`src/hw/rtl/fmdd_pkg.sv`:
```
// Shared types and constants for the framed message deframer and dispatcher.
// Used by fmdd_ctrl, fmdd_datapath and the top level; no dependencies.
package fmdd_pkg;

  // Framing constants
  localparam logic [7:0] SYNC_BYTE = 8'h40;
  localparam int FRAME_BYTES = 5;
  localparam int ADDRESS_REGS = 4;
  localparam int SUBSCRIPTION_SLOTS = 4;
  localparam int ACTIVE_MAX = (SUBSCRIPTION_SLOTS < ADDRESS_REGS) ?
                              SUBSCRIPTION_SLOTS : ADDRESS_REGS;

  localparam int COUNT_W = $clog2(FRAME_BYTES + 1);
  localparam int SLOT_W = 2;
  localparam int REG_W = 8;
  localparam int REG_IDX_W = 3;
  localparam int IN_DATA_W = 8;
  localparam int OUT_DATA_W = 48;

  localparam logic [COUNT_W-1:0] COUNT_LAST = COUNT_W'(FRAME_BYTES - 1);

  // Configuration register indexes
  typedef enum logic [REG_IDX_W-1:0] {
    REG_SUB_COUNT = 3'd0,
    REG_SLOT0     = 3'd1,
    REG_SLOT1     = 3'd2,
    REG_SLOT2     = 3'd3,
    REG_SLOT3     = 3'd4
  } reg_index_t;

  // Controller phases
  typedef enum logic [1:0] {
    PH_HUNT,
    PH_ONE_SYNC,
    PH_CAPTURE,
    PH_DISPATCH
  } phase_t;

  // Controller to datapath
  typedef struct packed {
    logic clear_count;
    logic take_byte;
    logic load_mask;
    logic emit;
  } dp_cmd_t;

  // Datapath to controller
  typedef struct packed {
    logic sync_hit;
    logic count_last;
    logic match_any;
    logic mask_any;
    logic mask_last;
    logic out_free;
  } dp_status_t;

endpackage

```
`src/hw/rtl/fmdd_ctrl.sv`:
```
// Phase controller for the deframer: sync hunt, capture and slot dispatch.
// Depends on fmdd_pkg; drives commands into fmdd_datapath.
module fmdd_ctrl (
  input  logic                clk,
  input  logic                rst,
  input  logic                in_valid,
  output logic                in_ready,
  input  fmdd_pkg::dp_status_t status,
  output fmdd_pkg::dp_cmd_t    cmd
);
  import fmdd_pkg::*;

  phase_t phase;
  phase_t phase_next;
  logic   take;

  assign take = in_valid && in_ready;

  // Hold the phase
  always_ff @(posedge clk) begin
    if (rst) begin
      phase <= PH_HUNT;
    end else begin
      phase <= phase_next;
    end
  end

  // Next phase
  always_comb begin
    phase_next = phase;
    unique case (phase)
      PH_HUNT: begin
        if (take && status.sync_hit) phase_next = PH_ONE_SYNC;
      end
      PH_ONE_SYNC: begin
        if (take) phase_next = status.sync_hit ? PH_CAPTURE : PH_HUNT;
      end
      PH_CAPTURE: begin
        if (take && status.count_last) begin
          phase_next = status.match_any ? PH_DISPATCH : PH_HUNT;
        end
      end
      PH_DISPATCH: begin
        if (status.out_free && status.mask_last) phase_next = PH_HUNT;
      end
      default: phase_next = PH_HUNT;
    endcase
  end

  // Commands and input handshake
  always_comb begin
    in_ready = (phase != PH_DISPATCH);
    cmd = '0;
    unique case (phase)
      PH_HUNT: ;
      PH_ONE_SYNC: begin
        cmd.clear_count = take && status.sync_hit;
      end
      PH_CAPTURE: begin
        cmd.take_byte = take;
        cmd.load_mask = take && status.count_last;
      end
      PH_DISPATCH: begin
        cmd.emit = status.out_free;
      end
      default: ;
    endcase
  end

  // Never sit in dispatch without a pending match
  a_dispatch_has_work: assert property (@(posedge clk) disable iff (rst)
    phase == PH_DISPATCH |-> status.mask_any)
    else $error("dispatch phase with empty match mask");

  // A frame completing with a match always enters dispatch
  a_match_enters_dispatch: assert property (@(posedge clk) disable iff (rst)
    cmd.load_mask && status.match_any |=> phase == PH_DISPATCH)
    else $error("matching frame did not enter dispatch");

endmodule

```
`src/hw/rtl/fmdd_datapath.sv`:
```
// Datapath for the deframer: configuration registers, frame capture,
// slot match mask and the result register. Depends on fmdd_pkg.
module fmdd_datapath (
  input  logic                                   clk,
  input  logic                                   rst,
  input  logic [fmdd_pkg::IN_DATA_W-1:0]         in_byte,
  input  logic                                   cfg_we,
  input  logic [fmdd_pkg::REG_IDX_W-1:0]         cfg_index,
  input  logic [fmdd_pkg::REG_W-1:0]             cfg_wdata,
  input  fmdd_pkg::dp_cmd_t                      cmd,
  output fmdd_pkg::dp_status_t                   status,
  output logic                                   out_valid,
  input  logic                                   out_ready,
  output logic [fmdd_pkg::OUT_DATA_W-1:0]        out_data,
  output logic                                   out_last
);
  import fmdd_pkg::*;

  logic [2:0]               sub_count;
  logic [7:0]               slot_addr [ADDRESS_REGS];
  logic [COUNT_W-1:0]       payload_count;
  logic [7:0]               captured_address;
  logic [31:0]              captured_value;
  logic [ADDRESS_REGS-1:0]  mask;
  logic [ADDRESS_REGS-1:0]  match_now;
  logic [ADDRESS_REGS-1:0]  mask_rest;
  logic [2:0]               active;
  logic [SLOT_W-1:0]        sel;
  logic [SLOT_W-1:0]        out_slot;
  logic [7:0]               out_addr;
  logic [31:0]              out_value;

  // Write configuration registers; unused indexes are dropped
  always_ff @(posedge clk) begin
    if (rst) begin
      sub_count <= '0;
      for (int i = 0; i < ADDRESS_REGS; i++) slot_addr[i] <= '0;
    end else if (cfg_we) begin
      unique case (reg_index_t'(cfg_index))
        REG_SUB_COUNT: sub_count <= cfg_wdata[2:0];
        REG_SLOT0:     slot_addr[0] <= cfg_wdata;
        REG_SLOT1:     slot_addr[1] <= cfg_wdata;
        REG_SLOT2:     slot_addr[2] <= cfg_wdata;
        REG_SLOT3:     slot_addr[3] <= cfg_wdata;
        default: ;
      endcase
    end
  end

  // Capture address and little-endian value bytes
  always_ff @(posedge clk) begin
    if (rst) begin
      payload_count <= '0;
      captured_address <= '0;
      captured_value <= '0;
    end else if (cmd.clear_count) begin
      payload_count <= '0;
    end else if (cmd.take_byte) begin
      if (payload_count == '0) begin
        captured_address <= in_byte;
        captured_value <= '0;
      end else begin
        captured_value[8 * (2'(payload_count - 1'b1)) +: 8] <= in_byte;
      end
      payload_count <= status.count_last ? '0 : payload_count + 1'b1;
    end
  end

  // Compare the address with each active slot
  always_comb begin
    active = (sub_count > 3'(ACTIVE_MAX)) ? 3'(ACTIVE_MAX) : sub_count;
    for (int k = 0; k < ADDRESS_REGS; k++) begin
      match_now[k] = (3'(k) < active) && (slot_addr[k] == captured_address);
    end
  end

  // Pick the lowest pending slot
  always_comb begin
    sel = '0;
    for (int k = ADDRESS_REGS - 1; k >= 0; k--) begin
      if (mask[k]) sel = SLOT_W'(k);
    end
    mask_rest = mask & ~(ADDRESS_REGS'(1) << sel);
  end

  // Hold the pending match mask
  always_ff @(posedge clk) begin
    if (rst) begin
      mask <= '0;
    end else if (cmd.load_mask) begin
      mask <= match_now;
    end else if (cmd.emit) begin
      mask <= mask_rest;
    end
  end

  // Result register: load on emit, drop when taken
  always_ff @(posedge clk) begin
    if (rst) begin
      out_valid <= 1'b0;
    end else if (cmd.emit) begin
      out_valid <= 1'b1;
    end else if (out_ready) begin
      out_valid <= 1'b0;
    end
  end

  always_ff @(posedge clk) begin
    if (cmd.emit) begin
      out_slot  <= sel;
      out_addr  <= captured_address;
      out_value <= captured_value;
      out_last  <= (mask_rest == '0);
    end
  end

  assign out_data = {6'b0, out_value, out_addr, out_slot};

  always_comb begin
    status.sync_hit   = (in_byte == SYNC_BYTE);
    status.count_last = (payload_count == COUNT_LAST);
    status.match_any  = |match_now;
    status.mask_any   = |mask;
    status.mask_last  = (mask_rest == '0);
    status.out_free   = !out_valid || out_ready;
  end

  // Results are only produced for pending matches
  a_emit_has_match: assert property (@(posedge clk) disable iff (rst)
    cmd.emit |-> mask != '0)
    else $error("emit with empty match mask");

  // The final result of a frame leaves nothing pending
  a_last_clears_mask: assert property (@(posedge clk) disable iff (rst)
    cmd.emit && status.mask_last |=> mask == '0 && out_last)
    else $error("last result left slots pending");

  // Capture counter stays inside one frame
  a_count_range: assert property (@(posedge clk) disable iff (rst)
    payload_count <= COUNT_LAST)
    else $error("payload counter out of range");

endmodule

```
`src/hw/rtl/framed_message_deframer_dispatch.sv`:
```
// Top level of the framed message deframer and subscription dispatcher.
// Depends on fmdd_pkg, fmdd_ctrl and fmdd_datapath.
//
// Takes one received byte per beat on s_axis, hunts for two consecutive
// '@' sync bytes, then captures an address byte and four little-endian value
// bytes. On the fifth byte the address is compared with the active
// subscription slots (count saturates at four); one result beat is sent on
// m_axis per matching slot in index order, tlast on the final one, and a
// frame with no match sends nothing. After the fifth byte is taken, a
// matching frame holds s_axis_tready low while the controller walks the
// match mask one matching slot (up to four) at a time through the
// single result register, and while m_axis_tready stalls it. Bytes of
// the next frame are accepted while a result waits to be taken. Write the
// configuration registers only while the block is idle.
module framed_message_deframer_dispatch (
  input  logic                                clk,
  input  logic                                rst,
  input  logic                                s_axis_tvalid,
  output logic                                s_axis_tready,
  input  logic [fmdd_pkg::IN_DATA_W-1:0]      s_axis_tdata,   // [7:0] rx_byte
  output logic                                m_axis_tvalid,
  input  logic                                m_axis_tready,
  // [1:0] slot_index, [9:2] frame_address, [41:10] value_bits, rest zero
  output logic [fmdd_pkg::OUT_DATA_W-1:0]     m_axis_tdata,
  output logic                                m_axis_tlast,   // last_match
  input  logic                                cfg_we,
  input  logic [fmdd_pkg::REG_IDX_W-1:0]      cfg_index,
  input  logic [fmdd_pkg::REG_W-1:0]          cfg_wdata
);
  import fmdd_pkg::*;

  dp_cmd_t    cmd;
  dp_status_t status;

  fmdd_ctrl u_ctrl (
    .clk      (clk),
    .rst      (rst),
    .in_valid (s_axis_tvalid),
    .in_ready (s_axis_tready),
    .status   (status),
    .cmd      (cmd)
  );

  fmdd_datapath u_datapath (
    .clk       (clk),
    .rst       (rst),
    .in_byte   (s_axis_tdata),
    .cfg_we    (cfg_we),
    .cfg_index (cfg_index),
    .cfg_wdata (cfg_wdata),
    .cmd       (cmd),
    .status    (status),
    .out_valid (m_axis_tvalid),
    .out_ready (m_axis_tready),
    .out_data  (m_axis_tdata),
    .out_last  (m_axis_tlast)
  );

endmodule
```
`config.mk`:
```
export PLATFORM = sky130hd
export DESIGN_NAME = framed_message_deframer_dispatch
export DESIGN_NICKNAME = d
export VERILOG_FILES = /design/src/hw/rtl/fmdd_pkg.sv /design/src/hw/rtl/fmdd_ctrl.sv /design/src/hw/rtl/fmdd_datapath.sv /design/src/hw/rtl/framed_message_deframer_dispatch.sv
export SDC_FILE = /design/constraint.sdc
export NUM_CORES = 1
export LEC_CHECK = 0
export BUFFER_PORTS_ARGS = -buffer_cell sky130_fd_sc_hd__buf_2
export CAP_MARGIN = 0
export CORE_ASPECT_RATIO = 1.1
export CORE_UTILIZATION = 45
export CTS_CLUSTER_DIAMETER = 200
export DETAILED_ROUTE_END_ITERATION = 10
export GPL_TIMING_DRIVEN = 0
export PLACE_DENSITY_LB_ADDON = 0.1
export SKIP_LAST_GASP = 1
export SLEW_MARGIN = 30
export SYNTH_ARGS = -nofsm -noshare
export SYNTH_HDL_FRONTEND = slang
export SYNTH_SLANG_ARGS = --single-unit
```
`constraint.sdc`:
```
create_clock -name clk -period 2.97 [get_ports clk]
set_clock_uncertainty 0.2 [all_clocks]
set_input_delay 0.4455 -clock clk [delete_from_list [all_inputs] [get_ports clk]]
set_output_delay 0.4455 -clock clk [all_outputs]
set_load 0.02 [all_outputs]
```
# --- Word level (Yosys, flattened, before mapping) ---
# Memory sizes are Yosys's and may differ from the RTL's.
# Cells that the tools add are included.
classes:
  magnitude_cmp: 5
  mux: 44
  shifts: 3
  n_addsub: 3
  reduce_logical: 22
  bitwise: 7
  eq_ne: 18
ops:
  columns: ["operator", "count"]
  rows:
  - ["$neg A5 Y34", 1]
  - ["$shift A8 B34 Y32 const A", 1]
  - ["$shiftx A8 B34 Y32", 1]
  - ["$bwmux W32", 1]
  - ["$eq A8 B8 Y1", 4]
  - ["$mux W32", 1]
  - ["$mux W8", 4]
  - ["$mux W1", 22]
  - ["$mux W2", 11]
  - ["$eq A8 B7 Y1 const B", 1]
  - ["$logic_and A1 B1 Y1", 8]
  - ["$mux W4", 2]
  - ["$ne A2 B1 Y1 const B", 4]
  - ["$pmux W2 S4", 1]
  - ["$eq A3 B2 Y1 const B", 2]
  - ["$eq A3 B3 Y1 const B", 2]
  - ["$logic_not A3 Y1", 2]
  - ["$lt A1 B3 Y1 const A", 2]
  - ["$lt A2 B3 Y1 const A", 2]
  - ["$mux W3", 2]
  - ["$and A4 B4 Y4", 1]
  - ["$eq A2 B2 Y1 const B", 2]
  - ["$logic_not A4 Y1", 1]
  - ["$not A4 Y4", 1]
  - ["other kinds (18)", 23]
word_totals:
  regBits: 96
  inputBits: 24
  out_inout_bits: 51
  ramBits: 32
  n_memories: 1
  elab_cells: 114
memory_table:
  columns: ["name", "depth", "width", "rd", "rd_ports_with_merged_regs", "write_ports", "line_no", "text"]
  rows:
  - ["u_datapath.slot_addr", 4, 8, 4, 0, 4, "fmdd_datapath.sv:20", "logic [7:0] slot_addr [ADDRESS_REGS];"]

# --- Logic depth before layout (Yosys ltp) ---
depth:
  depth_word: 11
  ltp_mapped: 9
  mapped_depth_nobuf: 8

# --- Hierarchy ---
# Synthesis repeated with hierarchy kept, for this count alone.
hier_totals:
  hier_cells: 425
  area_unflattened_um2: 5250.0
by_module_without_submodules:
  columns: ["mod", "cells_each", "n_inst", "seq_area_each_um2", "area_each_um2"]
  rows:
  - ["fmdd_datapath", 405, 1, 3273.1, 5091.1]
  - ["fmdd_ctrl", 20, 1, 40.0, 158.9]

# --- Worst setup path after synthesis ---
# OpenSTA, ideal clock, no wires.
synth_path:
  path_type: "input to register"
  startpoint: "input m_axis_tready"
  endpoint: "register u_ctrl.phase[0]"
  path_stages: 6
  setup_ps: 132
  arrival_ps: 2044
  path_slack_ps: 593
  cell_sequence: "nand2b_1 -> nand3_1 -> inv_1 -> nand2_1 -> a32oi_1 -> a211oi_2"
synth_between:
  elab_chain_len: 4
synth_lines:
  columns: ["element", "line_no", "text"]
  rows:
  - ["start, declared", "framed_message_deframer_dispatch.sv:22", "input logic m_axis_tready,"]
  - ["$logic_or A1 B1 Y1", "fmdd_datapath.sv:125", "status.out_free = !out_valid || out_ready;"]
  - ["$logic_and A1 B1 Y1", "fmdd_ctrl.sv:44", "if (status.out_free && status.mask_last) phase_next = PH_HUNT;"]
  - ["$ne A2 B1 Y1 (no source line)", null, null]
  - ["$reduce_and A4 Y1 (no source line)", null, null]
  - ["end signal, assigned", "fmdd_ctrl.sv:24", "phase <= phase_next;"]
  - ["end, declared", "fmdd_ctrl.sv:13", "phase_t phase;"]
# No other way between the ends.
# A chain may end at the register's enable or synchronous reset.

# --- Final worst setup path ---
layout_path:
  startpoint: "register u_datapath.payload_count[0]"
  endpoint: "register u_datapath.captured_value[22]"
layout_between:
  elab_chain_len: 5
  word_cells_on_any_way: 7
layout_lines:
  columns: ["element", "line_no", "text"]
  rows:
  - ["start, declared", "fmdd_datapath.sv:21", "logic [COUNT_W-1:0] payload_count;"]
  - ["start signal, assigned", "fmdd_datapath.sv:65", "payload_count <= status.count_last ? '0 : payload_count + 1'b1;"]
  - ["$sub A2 B1 Y2", "fmdd_datapath.sv:63", "captured_value[8 * (2'(payload_count - 1'b1)) +: 8] <= in_byte;"]
  - ["$neg A5 Y34", "fmdd_datapath.sv:63", null]
  - ["$shiftx A8 B34 Y32 / $shift A8 B34 Y32 (equally long branches)", "fmdd_datapath.sv:63", null]
  - ["$bwmux W32", "fmdd_datapath.sv:63", null]
  - ["$mux W32 (*)", "fmdd_datapath.sv:59", "if (payload_count == '0) begin"]
  - ["end signal, assigned by index", "fmdd_datapath.sv:63", null]
  - ["end, declared", "fmdd_datapath.sv:23", "logic [31:0] captured_value;"]
# Mark *: on every way between the ends. The rest lies on a longest branch, timed or not.

==> results.json <==
{
  "period_share_pct": 88.8,
  "clkTransAtPathRegs_ns": 0.06,
  "die_area_um2": 11900,
  "rrSetupSlack_ns": 0.33,
  "wirelength_mm": 10.3,
  "finalInstanceArea_um2": 6320,
  "grt_util_met1_pct": 22.6,
  "path_cells": "inv_1 > ha_1 > nor2b_1 > clkbuf_1 > nor2_1 > clkbuf_1 > a32oi_1 > nor2_1",
  "finalNonFillerCells": 670,
  "slew_viol_final": 0,
  "yosys.area_share.simple_pct": 15.8,
  "relSlewSlack_pct": 46.0,
  "cp_max_fo": 10,
  "avgViaCountPerCell": 5.09,
  "cp_data_arrival_time_ns": 2.78,
  "layout_commonest_cell": "edfxtp_1",
  "register_area_um2": 3310,
  "initial_core_util_pct": 46.7,
  "route.vias.total": 3412,
  "io_buffers": 68,
  "final_hold_viol_count": 0,
  "finalPower_mw": 4.08,
  "cp-startpoint": "u_datapath.payload_count[0]$_SDFFE_PP0P_",
  "synth_mux_area_share_pct": 2.35,
  "power_density_nw_per_um2": 646,
  "final.setup.worst_slack_ns": 0.333,
  "tightest_slew_ns": 0.808,
  "reg2reg_from": "u_datapath.payload_count[0]$_SDFFE_PP0P_",
  "grt_overflow": 0,
  "clock-root-buffer": "clkbuf_16",
  "use_met2_pct": 30.5,
  "grt_pass1_wl_mm": 16.5,
  "status": "finished, final reports clean",
  "post-place-ws_ns": 0.378,
  "place_inst": 639,
  "rsz0062_at_grt": "false",
  "cts_resized": 0,
  "cp_slowest_cell": "dfxtp_1",
  "grt_pass1_vias": 3249,
  "wl_per_cell_um": 15.4,
  "fin_setup_tns_ns": 0,
  "postLayoutCoreUtil_pct": 57.1,
  "synthCells": 418,
  "holdBufCountCts": 0,
  "antenna_found_initial": 0,
  "syn_area_um2": 5160,
  "multi_input_area_um2": 1730,
  "clk_latency_ns": 0.42,
  "drc": 0,
  "cp-end-kind": "flip-flop",
  "antennaDiodeCount": 0,
  "worstHoldPathCells": 3,
  "core-area_um2": 11100,
  "async_flop_share_pct": 0,
  "rows": 40,
  "yosysSeqAreaShare_pct": 64.2,
  "use_met3_pct": 5.41,
  "clk_path_buf_depth": 2,
  "min_period_ns": 2.64,
  "grt_max_degree": 28,
  "cts.sinks": 128,
  "drv_cap": 0,
  "whs_ns": 0.135,
  "place_area_um2": 5730,
  "numCtsBuffers": 17,
  "ant_nets": 0,
  "drt-initial-drc-count": 129,
  "ir_drop_v": 0.000409,
  "busiest_layer": "met2",
  "synth_edf_count": 75,
  "syn_area_per_cell_um2": 12.4,
  "dpl.hpwl_mm": 7.54,
  "fin_nets": 540,
  "hp-class": "primary input to flip-flop",
  "ys.flop_type": "edfxtp_1",
  "leakage_nw": 2.37,
  "drive_above_1_share_pct": 22.8,
  "start_kind": "flip-flop",
  "die_h_um": 114,
  "die_x_um": 104,
  "track_usage_pct": 18.6,
  "ys.warnings.count": 0,
  "cts_tree": "done",
  "synth_fa_ha_area_share_pct": 1.21,
  "layout_common_cells": "75 x edfxtp_1, 69 x buf_2, 56 x nor2_1, 53 x dfxtp_1, 34 x and2_1",
  "synth-compound-area-share_pct": 8.29,
  "boundaryPins": 75,
  "synth_cell_type_count": 42,
  "critical_path_class": "flip-flop to flip-flop",
  "cts-htree-levels": 4,
  "cpPeakStageDelay_ns": 0.53,
  "min-delay-start": "cfg_wdata[0]",
  "synth_top_family_by_area": "simple AND/OR/NAND/NOR gates",
  "post_cts_buffers": 0,
  "critPathRequiredTime_ns": 3.11,
  "drtPass1Iterations": 4,
  "ys_seq_elements": 128,
  "reg2reg_depth": 8,
  "synthXorXnorAreaFrac_pct": 5.43,
  "final.fill_count": 942,
  "setup_violations": 0,
  "fmax_mhz": 379,
  "place.gp.congestion": 0.803,
  "syn_to_final_growth_pct": 22.4
}
-- synthesized netlist by cell type, drive strengths merged (3+ instances only) --
cell type  number  share of area [%]
edfxtp         75                 44
nor2           56                4.1
dfxtp          53                 21
and2           37                4.6
xor2           27                4.6
a22oi          21                3.1
clkbuf         16                1.2
nand2          14                1.0
a21oi          11                1.1
a32oi          11                1.9
mux2i          11                2.1
nor3           11                1.1
nor4            9                1.4
buf             8                1.2
nand2b          6               0.73
o21ai           6               0.65
ha              5                1.2
nand3           5               0.48
xnor2           5               0.85
inv             4               0.29
o211ai          3               0.44
o21bai          3               0.44
or2             3               0.36
or3             3               0.36
-- cells by family (layout without fill, tap and decap cells) --
group                      count (synthesis)  in the layout
AOI/OAI and AO/OA                         60             60
and+or+nand+nor                          152            152
buffers and inverters                     28            128
adders and majority gates                  5              5
DFF                                      128            128
xor gates and xnor gates                  32             32
muxes                                     12             12
other                                      1              6
-- worst paths after layout --
| check | endpoint |
|---|---|
| setup / recovery | u_datapath.captured_value[22]$_SDFFE_PP0P_ |
| hold / removal | u_datapath.sub_count[0]$_SDFFE_PP0P_ |
| setup reg to reg | u_datapath.captured_value[22]$_SDFFE_PP0P_ |
| hold reg to reg | u_datapath.out_addr[0]$_DFFE_PP_ |
-- layer usage --
| metal | vias to the layer above | part of all wire (%) |
|---|---|---|
| met4 | 0 | 1.7 |
| li1 | 1692 | - |
| met2 | 88 | 48 |
| met1 | 1613 | 46 |
| met5 | - | 0 |
| met3 | 19 | 4.2 |
-- final cells by class --
| type | instances | area share (%) |
|---|---|---|
| Buffer | 24 | 1.92 |
| Clock buffer | 18 | 6.95 |
| Clock inverter | 13 | 2.30 |
| Inverter | 4 | 0.238 |
| Multi-Input combinational cell | 267 | 27.4 |
| Sequential cell | 128 | 52.4 |
| Tap cell | 147 | 2.91 |
| Timing Repair Buffer | 69 | 5.82 |
-- critical path: cells and delay by family (launching register included) --
| family | cells | cell delay (ns) |
|---|---|---|
| buffers and inverters | 3 | 0.83 |
| AO/OA/AOI/OAI | 1 | 0.16 |
| flip-flops | 1 | 0.53 |
| AND/OR/NAND/NOR | 3 | 0.54 |
| adder cells (fa/ha/maj) | 1 | 0.30 |
-- report_power, final --
part           total, mW  switching (mW)  internal (mW)
clock network       2.05           0.731           1.32
registers           1.91          0.0132           1.90
logic              0.115          0.0753         0.0400
total               4.08           0.820           3.26
-- flip-flops by register name, summed over array words and instances (netlist names) --
register	count
u_ctrl.phase	2
u_datapath.captured_address	8
u_datapath.captured_value	32
u_datapath.mask	4
u_datapath.out_addr	8
u_datapath.out_last	1
u_datapath.out_slot	2
u_datapath.out_valid	1
u_datapath.out_value	32
u_datapath.payload_count	3
u_datapath.slot_addr	32
u_datapath.sub_count	3
Power figures use the tool's default switching activity.
